$ cat src/design/pncm_pkg.sv
package pncm_pkg;

   localparam int DEFAULT_PALETTE_DEPTH     = 32;
   localparam int DEFAULT_HUE_FRACTION_BITS = 4;

   localparam int CSR_INDEX_W = 4;
   localparam int CSR_DATA_W  = 8;

   localparam logic [CSR_INDEX_W-1:0] CSR_METRIC_MODE   = CSR_INDEX_W'(0);
   localparam logic [CSR_INDEX_W-1:0] CSR_PALETTE_COUNT = CSR_INDEX_W'(1);

   localparam logic OP_LOAD  = 1'b0;
   localparam logic OP_MATCH = 1'b1;

   localparam logic METRIC_HUE = 1'b0;
   localparam logic METRIC_RGB = 1'b1;

   typedef struct packed {
      logic       op;
      logic [4:0] entry_index;
      logic [7:0] red;
      logic [7:0] green;
      logic [7:0] blue;
   } req_type;

   typedef struct packed {
      logic [4:0] match_index;
      logic [7:0] match_red;
      logic [7:0] match_green;
      logic [7:0] match_blue;
      logic       empty_palette;
   } rsp_type;

   typedef enum logic [2:0] {
      ST_IDLE,
      ST_SETUP,
      ST_DIVIDE,
      ST_FINISH,
      ST_SCAN
   } state_type;

   typedef enum logic [1:0] {
      SEC_RED,
      SEC_GREEN,
      SEC_BLUE
   } sector_type;

endpackage

$ cat src/design/palette_nearest_color_matcher.sv
// Hue-mode matches and loads compute the hue with a bit-serial divider, one quotient bit a cycle
// over Q = 6 + HUE_FRACTION_BITS bits, skipped for grey or black; RGB-mode matches skip it.
// Matches then scan the N entries in use with one palette read a cycle; an empty palette is
// answered without a scan, with empty_palette set. Loads give no result. busy stays high until
// a command is done, so a new command is taken only once the last one has finished.
// Sync active-high reset clears control state and CSRs only; receiver never stalls.
module palette_nearest_color_matcher #(
   parameter int PALETTE_DEPTH     = pncm_pkg::DEFAULT_PALETTE_DEPTH,
   parameter int HUE_FRACTION_BITS = pncm_pkg::DEFAULT_HUE_FRACTION_BITS
) (
   input  logic                               clock,
   input  logic                               reset,
   input  logic                               start,
   output logic                               busy,
   input  pncm_pkg::req_type                  req_item,
   output logic                               rsp_strobe,
   output pncm_pkg::rsp_type                  rsp_item,
   input  logic                               csr_valid,
   output logic                               csr_ready,
   input  logic [pncm_pkg::CSR_INDEX_W-1:0]   csr_index,
   input  logic [pncm_pkg::CSR_DATA_W-1:0]    csr_wdata
);

   localparam int IDX_W  = $clog2(PALETTE_DEPTH);
   localparam int SAT_W  = (IDX_W + 1 > 6) ? IDX_W + 1 : 6;
   localparam int HW     = 9 + HUE_FRACTION_BITS;
   localparam int QW     = 6 + HUE_FRACTION_BITS;
   localparam int NW     = QW + 8;
   localparam int STEP_W = $clog2(QW);
   localparam int DIST_W = (HW > 18) ? HW : 18;

   localparam logic [HW:0]   HUE_FULL = (HW+1)'(360 * (1 << HUE_FRACTION_BITS));
   localparam logic [HW-1:0] HUE_HALF = HW'(180 * (1 << HUE_FRACTION_BITS));
   localparam logic [HW:0]   HUE_120  = (HW+1)'(120 * (1 << HUE_FRACTION_BITS));
   localparam logic [HW:0]   HUE_240  = (HW+1)'(240 * (1 << HUE_FRACTION_BITS));
   localparam logic [NW-1:0] HUE_60   = NW'(60 * (1 << HUE_FRACTION_BITS));

   pncm_pkg::state_type  state_ff, state_in;
   pncm_pkg::req_type    item_ff, item_in;
   pncm_pkg::sector_type sector_ff, sector_in;
   pncm_pkg::rsp_type    rsp_item_ff, rsp_item_in;

   logic                metric_ff, metric_in;
   logic [5:0]          count_ff, count_in;
   logic                neg_ff, neg_in;
   logic                zero_ff, zero_in;
   logic [7:0]          div_ff, div_in;
   logic [7:0]          rem_ff, rem_in;
   logic [QW-1:0]       quo_ff, quo_in;
   logic [STEP_W-1:0]   step_ff, step_in;
   logic [HW-1:0]       hue_ff, hue_in;
   logic [IDX_W-1:0]    rd_addr_ff, rd_addr_in;
   logic                issue_ff, issue_in;
   logic                s1_valid_ff, s1_valid_in;
   logic [IDX_W-1:0]    s1_idx_ff, s1_idx_in;
   logic [23:0]         color_rd_ff;
   logic [HW-1:0]       hue_rd_ff;
   logic                s2_valid_ff, s2_valid_in;
   logic [IDX_W-1:0]    s2_idx_ff, s2_idx_in;
   logic [23:0]         s2_color_ff, s2_color_in;
   logic [DIST_W-1:0]   dist_ff, dist_in;
   logic [DIST_W-1:0]   best_dist_ff, best_dist_in;
   logic [IDX_W-1:0]    best_idx_ff, best_idx_in;
   logic [23:0]         best_color_ff, best_color_in;
   logic                rsp_strobe_ff, rsp_strobe_in;

   logic [23:0]         color_mem [PALETTE_DEPTH];
   logic [HW-1:0]       hue_mem   [PALETTE_DEPTH];

   logic                accept;
   logic [SAT_W-1:0]    cnt_ext, cnt_sat;
   logic [IDX_W-1:0]    last_idx;
   logic                slot_ok;
   logic                mem_we, rd_en;
   logic                scan_done;
   logic                take_new;

   // hue setup
   logic [7:0]          mx, mn, d;
   pncm_pkg::sector_type sector;
   logic [8:0]          diff;
   logic [7:0]          mag;
   logic [NW-1:0]       num;
   logic [8:0]          trial;
   logic [HW:0]         h_acc;
   logic [HW-1:0]       hue_calc;

   // distances
   logic [HW-1:0]       hd_raw, hue_dist;
   logic [8:0]          dr, dg, db;
   logic [7:0]          ar, ag, ab;
   logic [DIST_W-1:0]   rgb_dist;

   assign accept    = start && !busy;
   assign busy      = (state_ff != pncm_pkg::ST_IDLE);
   assign csr_ready = 1'b1;
   assign rsp_strobe = rsp_strobe_ff;
   assign rsp_item   = rsp_item_ff;

   assign cnt_ext  = SAT_W'(count_ff);
   assign cnt_sat  = (cnt_ext > SAT_W'(PALETTE_DEPTH)) ? SAT_W'(PALETTE_DEPTH) : cnt_ext;
   assign last_idx = IDX_W'(cnt_sat - SAT_W'(1));
   assign slot_ok  = (SAT_W'(item_ff.entry_index) < SAT_W'(PALETTE_DEPTH));
   assign scan_done = s2_valid_ff && (s2_idx_ff == last_idx);
   assign take_new  = s2_valid_ff && ((s2_idx_ff == '0) || (dist_ff < best_dist_ff));

   // max/min/sector of the latched color
   always_comb begin
      mx = item_ff.red;
      if (item_ff.green > mx) mx = item_ff.green;
      if (item_ff.blue > mx)  mx = item_ff.blue;
      mn = item_ff.red;
      if (item_ff.green < mn) mn = item_ff.green;
      if (item_ff.blue < mn)  mn = item_ff.blue;
      d = mx - mn;
      priority if (mx == item_ff.red) begin
         sector = pncm_pkg::SEC_RED;
         diff   = {1'b0, item_ff.green} - {1'b0, item_ff.blue};
      end else if (mx == item_ff.green) begin
         sector = pncm_pkg::SEC_GREEN;
         diff   = {1'b0, item_ff.blue} - {1'b0, item_ff.red};
      end else begin
         sector = pncm_pkg::SEC_BLUE;
         diff   = {1'b0, item_ff.red} - {1'b0, item_ff.green};
      end
      mag = diff[8] ? 8'(-diff) : diff[7:0];
      num = NW'(mag) * HUE_60;
   end

   // signed quotient plus sector offset, wrapped into one turn
   always_comb begin
      h_acc = neg_ff ? -((HW+1)'(quo_ff)) : (HW+1)'(quo_ff);
      unique case (sector_ff)
         pncm_pkg::SEC_GREEN: h_acc = h_acc + HUE_120;
         pncm_pkg::SEC_BLUE:  h_acc = h_acc + HUE_240;
         default:             h_acc = h_acc;
      endcase
      if (h_acc[HW]) h_acc = h_acc + HUE_FULL;
      hue_calc = zero_ff ? '0 : h_acc[HW-1:0];
   end

   always_comb begin
      hd_raw   = (hue_rd_ff > hue_ff) ? (hue_rd_ff - hue_ff) : (hue_ff - hue_rd_ff);
      hue_dist = (hd_raw > HUE_HALF) ? HW'(HUE_FULL - (HW+1)'(hd_raw)) : hd_raw;
      dr = {1'b0, color_rd_ff[23:16]} - {1'b0, item_ff.red};
      dg = {1'b0, color_rd_ff[15:8]}  - {1'b0, item_ff.green};
      db = {1'b0, color_rd_ff[7:0]}   - {1'b0, item_ff.blue};
      ar = dr[8] ? 8'(-dr) : dr[7:0];
      ag = dg[8] ? 8'(-dg) : dg[7:0];
      ab = db[8] ? 8'(-db) : db[7:0];
      rgb_dist = DIST_W'(ar) * DIST_W'(ar) + DIST_W'(ag) * DIST_W'(ag) +
                 DIST_W'(ab) * DIST_W'(ab);
   end

   always_comb begin
      state_in = state_ff;
      unique case (state_ff)
         pncm_pkg::ST_IDLE: begin
            if (accept) begin
               if (req_item.op == pncm_pkg::OP_MATCH && cnt_sat == '0)
                  state_in = pncm_pkg::ST_IDLE;
               else
                  state_in = pncm_pkg::ST_SETUP;
            end
         end
         pncm_pkg::ST_SETUP: begin
            if (item_ff.op == pncm_pkg::OP_MATCH && metric_ff == pncm_pkg::METRIC_RGB)
               state_in = pncm_pkg::ST_SCAN;
            else if (d == '0)
               state_in = pncm_pkg::ST_FINISH;
            else
               state_in = pncm_pkg::ST_DIVIDE;
         end
         pncm_pkg::ST_DIVIDE: begin
            if (step_ff == '0) state_in = pncm_pkg::ST_FINISH;
         end
         pncm_pkg::ST_FINISH: begin
            if (item_ff.op == pncm_pkg::OP_LOAD)
               state_in = pncm_pkg::ST_IDLE;
            else
               state_in = pncm_pkg::ST_SCAN;
         end
         pncm_pkg::ST_SCAN: begin
            if (scan_done) state_in = pncm_pkg::ST_IDLE;
         end
         default: state_in = pncm_pkg::ST_IDLE;
      endcase
   end

   always_comb begin
      item_in       = item_ff;
      metric_in     = metric_ff;
      count_in      = count_ff;
      sector_in     = sector_ff;
      neg_in        = neg_ff;
      zero_in       = zero_ff;
      div_in        = div_ff;
      rem_in        = rem_ff;
      quo_in        = quo_ff;
      step_in       = step_ff;
      hue_in        = hue_ff;
      rd_addr_in    = rd_addr_ff;
      issue_in      = issue_ff;
      mem_we        = 1'b0;
      rd_en         = 1'b0;
      s1_valid_in   = 1'b0;
      s1_idx_in     = rd_addr_ff;
      s2_valid_in   = s1_valid_ff;
      s2_idx_in     = s1_idx_ff;
      s2_color_in   = color_rd_ff;
      dist_in       = (metric_ff == pncm_pkg::METRIC_RGB) ? rgb_dist : DIST_W'(hue_dist);
      best_dist_in  = best_dist_ff;
      best_idx_in   = best_idx_ff;
      best_color_in = best_color_ff;
      rsp_strobe_in = 1'b0;
      rsp_item_in   = rsp_item_ff;
      trial         = {rem_ff, quo_ff[QW-1]};

      if (csr_valid && csr_ready) begin
         priority if (csr_index == pncm_pkg::CSR_METRIC_MODE)
            metric_in = csr_wdata[0];
         else if (csr_index == pncm_pkg::CSR_PALETTE_COUNT)
            count_in = csr_wdata[5:0];
         else begin
            // no register behind this index
         end
      end

      unique case (state_ff)
         pncm_pkg::ST_IDLE: begin
            if (accept) begin
               item_in = req_item;
               if (req_item.op == pncm_pkg::OP_MATCH && cnt_sat == '0) begin
                  rsp_strobe_in             = 1'b1;
                  rsp_item_in.match_index   = '0;
                  rsp_item_in.match_red     = '0;
                  rsp_item_in.match_green   = '0;
                  rsp_item_in.match_blue    = '0;
                  rsp_item_in.empty_palette = 1'b1;
               end
            end
         end
         pncm_pkg::ST_SETUP: begin
            sector_in  = sector;
            neg_in     = diff[8];
            zero_in    = (d == '0);
            div_in     = d;
            // top bits are below d since the quotient fits in QW bits
            rem_in     = num[NW-1:QW];
            quo_in     = num[QW-1:0];
            step_in    = STEP_W'(QW - 1);
            rd_addr_in = '0;
            issue_in   = 1'b1;
         end
         pncm_pkg::ST_DIVIDE: begin
            if (trial >= {1'b0, div_ff}) begin
               rem_in = 8'(trial - {1'b0, div_ff});
               quo_in = {quo_ff[QW-2:0], 1'b1};
            end else begin
               rem_in = trial[7:0];
               quo_in = {quo_ff[QW-2:0], 1'b0};
            end
            step_in = step_ff - 1'b1;
         end
         pncm_pkg::ST_FINISH: begin
            hue_in = hue_calc;
            mem_we = (item_ff.op == pncm_pkg::OP_LOAD) && slot_ok;
         end
         pncm_pkg::ST_SCAN: begin
            rd_en       = issue_ff;
            s1_valid_in = issue_ff;
            if (issue_ff) begin
               if (rd_addr_ff == last_idx)
                  issue_in = 1'b0;
               else
                  rd_addr_in = rd_addr_ff + 1'b1;
            end
            if (take_new) begin
               best_dist_in  = dist_ff;
               best_idx_in   = s2_idx_ff;
               best_color_in = s2_color_ff;
            end
            if (scan_done) begin
               rsp_strobe_in             = 1'b1;
               rsp_item_in.match_index   = take_new ? 5'(s2_idx_ff) : 5'(best_idx_ff);
               rsp_item_in.match_red     = take_new ? s2_color_ff[23:16] : best_color_ff[23:16];
               rsp_item_in.match_green   = take_new ? s2_color_ff[15:8] : best_color_ff[15:8];
               rsp_item_in.match_blue    = take_new ? s2_color_ff[7:0] : best_color_ff[7:0];
               rsp_item_in.empty_palette = 1'b0;
            end
         end
         default: ;
      endcase
   end

   always_ff @(posedge clock) begin
      if (reset) begin
         state_ff      <= pncm_pkg::ST_IDLE;
         metric_ff     <= pncm_pkg::METRIC_HUE;
         count_ff      <= '0;
         issue_ff      <= 1'b0;
         s1_valid_ff   <= 1'b0;
         s2_valid_ff   <= 1'b0;
         rsp_strobe_ff <= 1'b0;
      end else begin
         state_ff      <= state_in;
         metric_ff     <= metric_in;
         count_ff      <= count_in;
         issue_ff      <= issue_in;
         s1_valid_ff   <= s1_valid_in;
         s2_valid_ff   <= s2_valid_in;
         rsp_strobe_ff <= rsp_strobe_in;
      end
   end

   always_ff @(posedge clock) begin
      item_ff       <= item_in;
      sector_ff     <= sector_in;
      neg_ff        <= neg_in;
      zero_ff       <= zero_in;
      div_ff        <= div_in;
      rem_ff        <= rem_in;
      quo_ff        <= quo_in;
      step_ff       <= step_in;
      hue_ff        <= hue_in;
      rd_addr_ff    <= rd_addr_in;
      s1_idx_ff     <= s1_idx_in;
      s2_idx_ff     <= s2_idx_in;
      s2_color_ff   <= s2_color_in;
      dist_ff       <= dist_in;
      best_dist_ff  <= best_dist_in;
      best_idx_ff   <= best_idx_in;
      best_color_ff <= best_color_in;
      rsp_item_ff   <= rsp_item_in;
   end

   // palette store: one write port, one registered read port
   always_ff @(posedge clock) begin
      if (mem_we) begin
         color_mem[IDX_W'(item_ff.entry_index)] <= {item_ff.red, item_ff.green, item_ff.blue};
         hue_mem[IDX_W'(item_ff.entry_index)]   <= hue_in;
      end
      if (rd_en) begin
         color_rd_ff <= color_mem[rd_addr_ff];
         hue_rd_ff   <= hue_mem[rd_addr_ff];
      end
   end

   a_strobe_when_idle: assert property (@(posedge clock) disable iff (reset)
      rsp_strobe |-> !busy)
      else $error("result beat while a command is still in progress");

   a_load_no_result: assert property (@(posedge clock) disable iff (reset)
      (start && !busy && req_item.op == pncm_pkg::OP_LOAD) |=> !rsp_strobe)
      else $error("load command produced a result beat");

   a_empty_clean: assert property (@(posedge clock) disable iff (reset)
      (rsp_strobe && rsp_item.empty_palette) |->
         (rsp_item.match_index == '0 && rsp_item.match_red == '0 &&
          rsp_item.match_green == '0 && rsp_item.match_blue == '0))
      else $error("empty palette result carries nonzero fields");

   a_rem_bound: assert property (@(posedge clock) disable iff (reset)
      (state_ff == pncm_pkg::ST_DIVIDE) |-> (rem_ff < div_ff))
      else $error("hue divider remainder not below divisor");

endmodule
$ cat config.mk
export PLATFORM = sky130hd
export DESIGN_NAME = palette_nearest_color_matcher
export DESIGN_NICKNAME = d
export VERILOG_FILES = /design/src/design/pncm_pkg.sv /design/src/design/palette_nearest_color_matcher.sv
export SDC_FILE = /design/constraint.sdc
export NUM_CORES = 2
export LEC_CHECK = 0
export BUFFER_PORTS_ARGS = -buffer_cell sky130_fd_sc_hd__buf_4
export CAP_MARGIN = 25
export CORE_AREA = 2 2 352 354
export CTS_BUF_LIST = sky130_fd_sc_hd__clkbuf_2
export CTS_CLUSTER_DIAMETER = 40
export CTS_CLUSTER_SIZE = 25
export DETAILED_ROUTE_END_ITERATION = 8
export DIE_AREA = 0 0 354 356
export GPL_TIMING_DRIVEN = 0
export PLACE_DENSITY_LB_ADDON = 0.12
export SETUP_SLACK_MARGIN = 0.3
export SLEW_MARGIN = 0
export SYNTH_ARGS = -nofsm -noshare
export SYNTH_HDL_FRONTEND = slang
export SYNTH_SLANG_ARGS = --single-unit
export TNS_END_PERCENT = 20
$ cat constraint.sdc
create_clock -name clock -period 23.9 [get_ports clock]
set_input_delay 3.585 -clock clock [delete_from_list [all_inputs] [get_ports clock]]
set_output_delay 3.585 -clock clock [all_outputs]
set_load 0.03 [all_outputs]
== Word level (Yosys, flattened, before mapping) ==
Memory sizes are Yosys's and may differ from the RTL's. A register that Yosys moved wholly into a read port is not among the register bits.
Index checks and enable logic that the tools add are counted.
Storage, ports and cells
  input port bits: 46
  memories: 2
  logic and storage cells: 171
  bits in writable memories: 1184
  output and inout bits: 33
  register bits: 225
Cells by class
  reductions and logical operators: 24
  $lt $le $gt $ge: 9
  multipliers: 4
  mux-type cells: 55
  $add $sub $neg: 24
  bitwise gates (word level): 2
  equality and inequality tests: 17
Memories
  color_mem: depth 32, bits a word 24, read ports 1, clocked after Yosys merged registers in 1, wr ports 1, RTL line palette_nearest_color_matcher.sv:67  | logic [23:0] color_mem [PALETTE_DEPTH];
  hue_mem: depth 32, bits a word 13, read ports 1, clocked after Yosys merged registers in 1, wr ports 1, RTL line palette_nearest_color_matcher.sv:68  | logic [HW-1:0] hue_mem [PALETTE_DEPTH];
Operators with widths (count)
  2-to-1 mux 8 bit: 12
  2-to-1 mux 30 bit: 3
  2-to-1 mux 13 bit: 6
  case mux 30 bit (2 select lines): 1
  subtractor 8 x 8 -> 9 bit: 6
  multiplier 8 x 8 -> 16 bit: 3
  negator 8 bit: 4
  case mux 14 bit (2 select lines): 1
  subtractor 13 bit: 2
  case mux 10 bit (2 select lines): 1
  adder 17 x 16 -> 18 bit: 1
  < comparator 18 bit: 1
  2-to-1 mux 9 bit: 2
  adder 16 x 16 -> 17 bit: 1
  == test 8 bit: 2
  greater-than comparator 8 bit: 2
  < comparator 8 bit: 2
  case mux 8 bit (2 select lines): 1
  subtractor 8 bit: 2
  2-to-1 mux 3 bit: 5
  2-to-1 mux 5 bit: 3
  case mux 3 bit (5 select lines): 1
  adder 14 x 11 -> 14 bit (second input constant): 1
  adder 14 x 12 -> 14 bit (second input constant): 1
  other kinds (40): 71

== Depth between registers and ports, before layout ==
  depth in word-level cells: 11
  depth in mapped cells: 42
  depth with buffers taken out: 40

== Worst setup path after synthesis ==
No wires, ideal clock.
  path kind: flip-flop to flip-flop
  from: register item_ff[17] in the netlist's numbering
  to: register dist_ff[16]
  data required time: 23773 ps
  path slack: 14896 ps
  stages on the path, launching flop included: 35
  path buffers: 0
  clock period less this slack: 9004 ps
  setup time: 127 ps
  data arrival time: 8877 ps
  cells stage by stage: edfxtp_1 -> inv_1 -> fa_1 -> a21o_1 -> a21oi_1 -> o21bai_1 -> a21oi_1 -> o21bai_1 -> a21o_1 -> nor2_1 -> xor2_1 -> nor2_1 -> fa_1 -> inv_1 -> fa_1 -> fa_1 -> inv_1 -> fa_1 -> inv_1 -> fa_1 -> fa_1 -> inv_1 -> fa_1 -> ha_1 -> a21oi_1 -> o21ai_0 -> a21oi_1 -> nand2b_1 -> a21boi_0 -> o21a_1 -> o21a_1 -> o41a_1 -> a31oi_1 -> xor2_1 -> nor2_1
On the way
  cells in the longest elaborated chain, start to end: 6
Ends and longest elaborated chain
  start, declared: RTL line palette_nearest_color_matcher.sv:39  | pncm_pkg::req_type item_ff, item_in;
  start signal, assigned: RTL line palette_nearest_color_matcher.sv:317  | item_ff <= item_in;
  subtractor 8 x 8 -> 9 bit *: RTL line palette_nearest_color_matcher.sv:145  | dr = {1'b0, color_rd_ff[23:16]} - {1'b0, item_ff.red};
  negator 8 bit: RTL line palette_nearest_color_matcher.sv:148  | ar = dr[8] ? 8'(-dr) : dr[7:0];
  2-to-1 mux 8 bit *: RTL line palette_nearest_color_matcher.sv:148
  multiplier 8 x 8 -> 16 bit *: RTL line palette_nearest_color_matcher.sv:151  | rgb_dist = DIST_W'(ar) * DIST_W'(ar) + DIST_W'(ag) * DIST_W'(ag) +
  adder 16 x 16 -> 17 bit *: RTL line palette_nearest_color_matcher.sv:151
  adder 17 x 16 -> 18 bit *: RTL line palette_nearest_color_matcher.sv:151
  end signal, assigned: RTL line palette_nearest_color_matcher.sv:330  | dist_ff <= dist_in;
  end, declared: RTL line palette_nearest_color_matcher.sv:61  | logic [DIST_W-1:0] dist_ff, dist_in;
Every way passes the cells marked *; elsewhere a longest branch is shown, timed or not.
A chain may end at the register's enable or synchronous reset.

== Final worst setup path ==
  from: register item_ff[18] in the netlist's numbering
  to: register dist_ff[17]
Same word-level chain as after synthesis.

==> flow_metrics.env <==
export IMPL_postSynthCellCount=3972
export IMPL_die_h_microns=356
export IMPL_syn_avg_cell_area_sq_um=16.9
export IMPL_route_met2_wl_mm=82.6
export IMPL_ys_flop_type="edfxtp_1"
export IMPL_worst_pin_slew_ns=1.14
export IMPL_ant_nets=0
export IMPL_syn_area_sq_mm=0.0669
export IMPL_die_w_microns=354
export IMPL_hpwl_mm=120
export IMPL_path_max_fanout=28
export IMPL_min_period_over_period=0.466
export IMPL_synthDominantCellAreaShare=0.613
export IMPL_antenna_found_initial=5
export IMPL_critPathMaxStageDelay_ns=0.70
export IMPL_area_growth_pct=11.2
export IMPL_setup_viol_count_final=0
export IMPL_cp_slowest_cell="xor2_1"
export IMPL_clock_sinks=1446
export IMPL_slew_headroom=0.242
export IMPL_grt_setup_unrepaired="no"
export IMPL_grt_max_degree=38
export IMPL_design_core_area_sq_mm=0.123
export IMPL_gp_congestion=0.887
export IMPL_grt_pass1_wl_mm=244
export IMPL_cts_buffer_depth=3
export IMPL_yosysMostFrequentCell="edfxtp_1"
export IMPL_synth_fp_nets=4399
export IMPL_ys_warn_count=0
export IMPL_min_path_type="reg2reg"
export IMPL_grt_pass1_vias=36801
export IMPL_route_detailed_drc=0
export IMPL_drive_gt1_frac=0.226
export IMPL_yosys_area_share_adder=0.0884
export IMPL_clk_pin_slew_ns=0.25
export IMPL_muxShareOfSynthArea=0.141
export IMPL_io_pins=79
export IMPL_arrival_ns=12.60
export IMPL_synth_distinct_cells=99
export IMPL_synth_enable_flop_cells=1367
export IMPL_die_area_sq_mm=0.126
export IMPL_finalHoldWorstSlack_ns=0.301
export IMPL_vias_per_cell=5.92
export IMPL_row_count=129
export IMPL_min_period_ns=11.14
export IMPL_cts_hold_buf=0
export IMPL_clock_fmax_mhz=89.7
export IMPL_synth_top_cell_by_area="edfxtp_1"
export IMPL_required_ns=25.35
export IMPL_maxCapViolCount=0
export IMPL_synth_compound_area_frac=0.0410
export IMPL_htree_levels=4
export IMPL_wl_mm=166
export IMPL_finClkSkew_ns=0.257
export IMPL_drt_iter0_markers=3731
export IMPL_numCtsBuffers=163
export IMPL_dr_max_layer_used="met4"
export IMPL_port_buffers=75
export IMPL_setup_ws_ns=12.76
export IMPL_slew_violations=0
export IMPL_cts_root_buf="clkbuf_2"
export IMPL_pre_cts_ws_ns=12.34
export IMPL_start_util=0.546
export IMPL_fin_setup_tns_ns=0
export IMPL_met1Wirelength_mm=66.9
export IMPL_ys_async_sr_fraction=0
export IMPL_synth_cells_most_frequent="edfxtp_1 (1367), mux4_2 (370), inv_1 (357)"
export IMPL_nFillCells=9136
export IMPL_wl_met3_mm=11.3
export IMPL_post_route_util=0.607
export IMPL_num_nets_final=4758
export IMPL_track_usage=0.269
export IMPL_wl_per_cell_microns=27.1
export IMPL_overflow=0
export IMPL_synth_area_leaders="edfxtp_1 (61%), mux4_2 (12%), fa_1 (4.5%), ha_1 (4.3%), dfxtp_1 (2.4%)"
export IMPL_seq_area_sq_mm=0.0426
export IMPL_worstSetupEndpointType="register"
export IMPL_synthSimpleGateAreaFrac=0.0430
export IMPL_crit_path_frequent_cell="fa_1"
export IMPL_path_class="reg2reg"
export IMPL_vias=36192
export IMPL_synth_xor_area_frac=0.0210
export IMPL_multi_input_area_sq_mm=0.0227
export IMPL_cts_tree="yes"
export IMPL_cts_repair_resized=0
export IMPL_synth_top_family_by_area="multiplexers"
export IMPL_cts_setup_buffers=0
export IMPL_ys_seq_area_frac=0.637
export IMPL_ys_ff_latch=1446
export IMPL_drt_pre_antenna_iters=6
export IMPL_start_kind="register"
export IMPL_status="finished clean"
export IMPL_clock_latency_ns=1.75
export IMPL_hold_viol=0
## sequential cells by signal (all words and copies together) (netlist names), 18 cells and up
register,count
item_ff,30
color_mem,768
best_color_ff,24
best_dist_ff,18
rsp_item,30
color_rd_ff,24
hue_mem,416
dist_ff,18
s2_color_ff,24
## routing by layer
layer | vias to the layer above | global-route usage
li1 | 15992 | -
met1 | 18639 | 0.369
met2 | 1307 | 0.453
met3 | 254 | 0.0349
met4 | 0 | 0.0826
met5 | - | 0
## placed cells by master, fill, tap and decap left out, types with 13 or more instances in the layout
master	count
nor3_1	35
buf_8	37
bufinv_16	13
buf_16	40
mux2_2	50
and3_1	15
xnor2_1	98
clkbuf_2	176
clkbuf_1	96
inv_6	27
buf_12	34
nor2b_1	28
fa_1	149
nand2b_1	34
clkinvlp_4	28
edfxtp_1	1367
xor2_1	59
buf_1	26
and2_1	19
inv_1	356
clkinv_1	16
mux2i_1	52
nor2_1	219
buf_4	83
a21oi_1	118
o21ai_0	69
a21o_1	65
nor2_4	33
dfxtp_1	79
mux4_2	370
nand2_1	103
o211ai_1	16
nand3_1	38
ha_1	232
inv_8	13
clkinv_2	17
## worst max-delay path, delay by kind of cell, from the launching register on
kind,cells,cell delay [ns]
AOI/OAI and AO/OA,15,3.49
xor gates and xnor gates,2,1.05
adders and majority gates,9,4.28
buffers and inverters,7,1.02
DFF,1,0.59
and+or+nand+nor,4,0.48
## worst paths after layout
path,slack [ns],from,to,cells past startpoint
max reg2reg,12.76,item_ff[18],dist_ff[17],37
max,12.76,item_ff[18],dist_ff[17],37
min reg2reg,0.30,color_rd_ff[13],s2_color_ff[13],0
min,0.30,color_rd_ff[13],s2_color_ff[13],0
## kinds of logic after synthesis
family,count (synthesis)
simple gates,602
compound gates,407
xor+xnor,159
fa+ha+maj,384
flops,1446
mux,473
other cells,1
buf+inv,500
## area by class of cell
type / count / area share
sequential: 1446 / 0.573
multi-input combinational: 2026 / 0.305
timing repair buffer: 194 / 0.0398
tap: 1637 / 0.0275
inverter: 360 / 0.0182
clock inverter: 129 / 0.0170
clock buffer: 175 / 0.0118
buffer: 140 / 0.00775
antenna: 8 / 0.000269
## metrics by stage
step / instances / instance area, sq um
floorplan: 3972 / 66900
finish: 6115 / 74400
detailed placement: 5782 / 71900
global route: 6115 / 74400
global placement: 5684 / 69500
CTS: 6086 / 74000
Power is not shown: default switching activity piles up to over one toggle a cycle in this logic, so the estimate is an artifact.
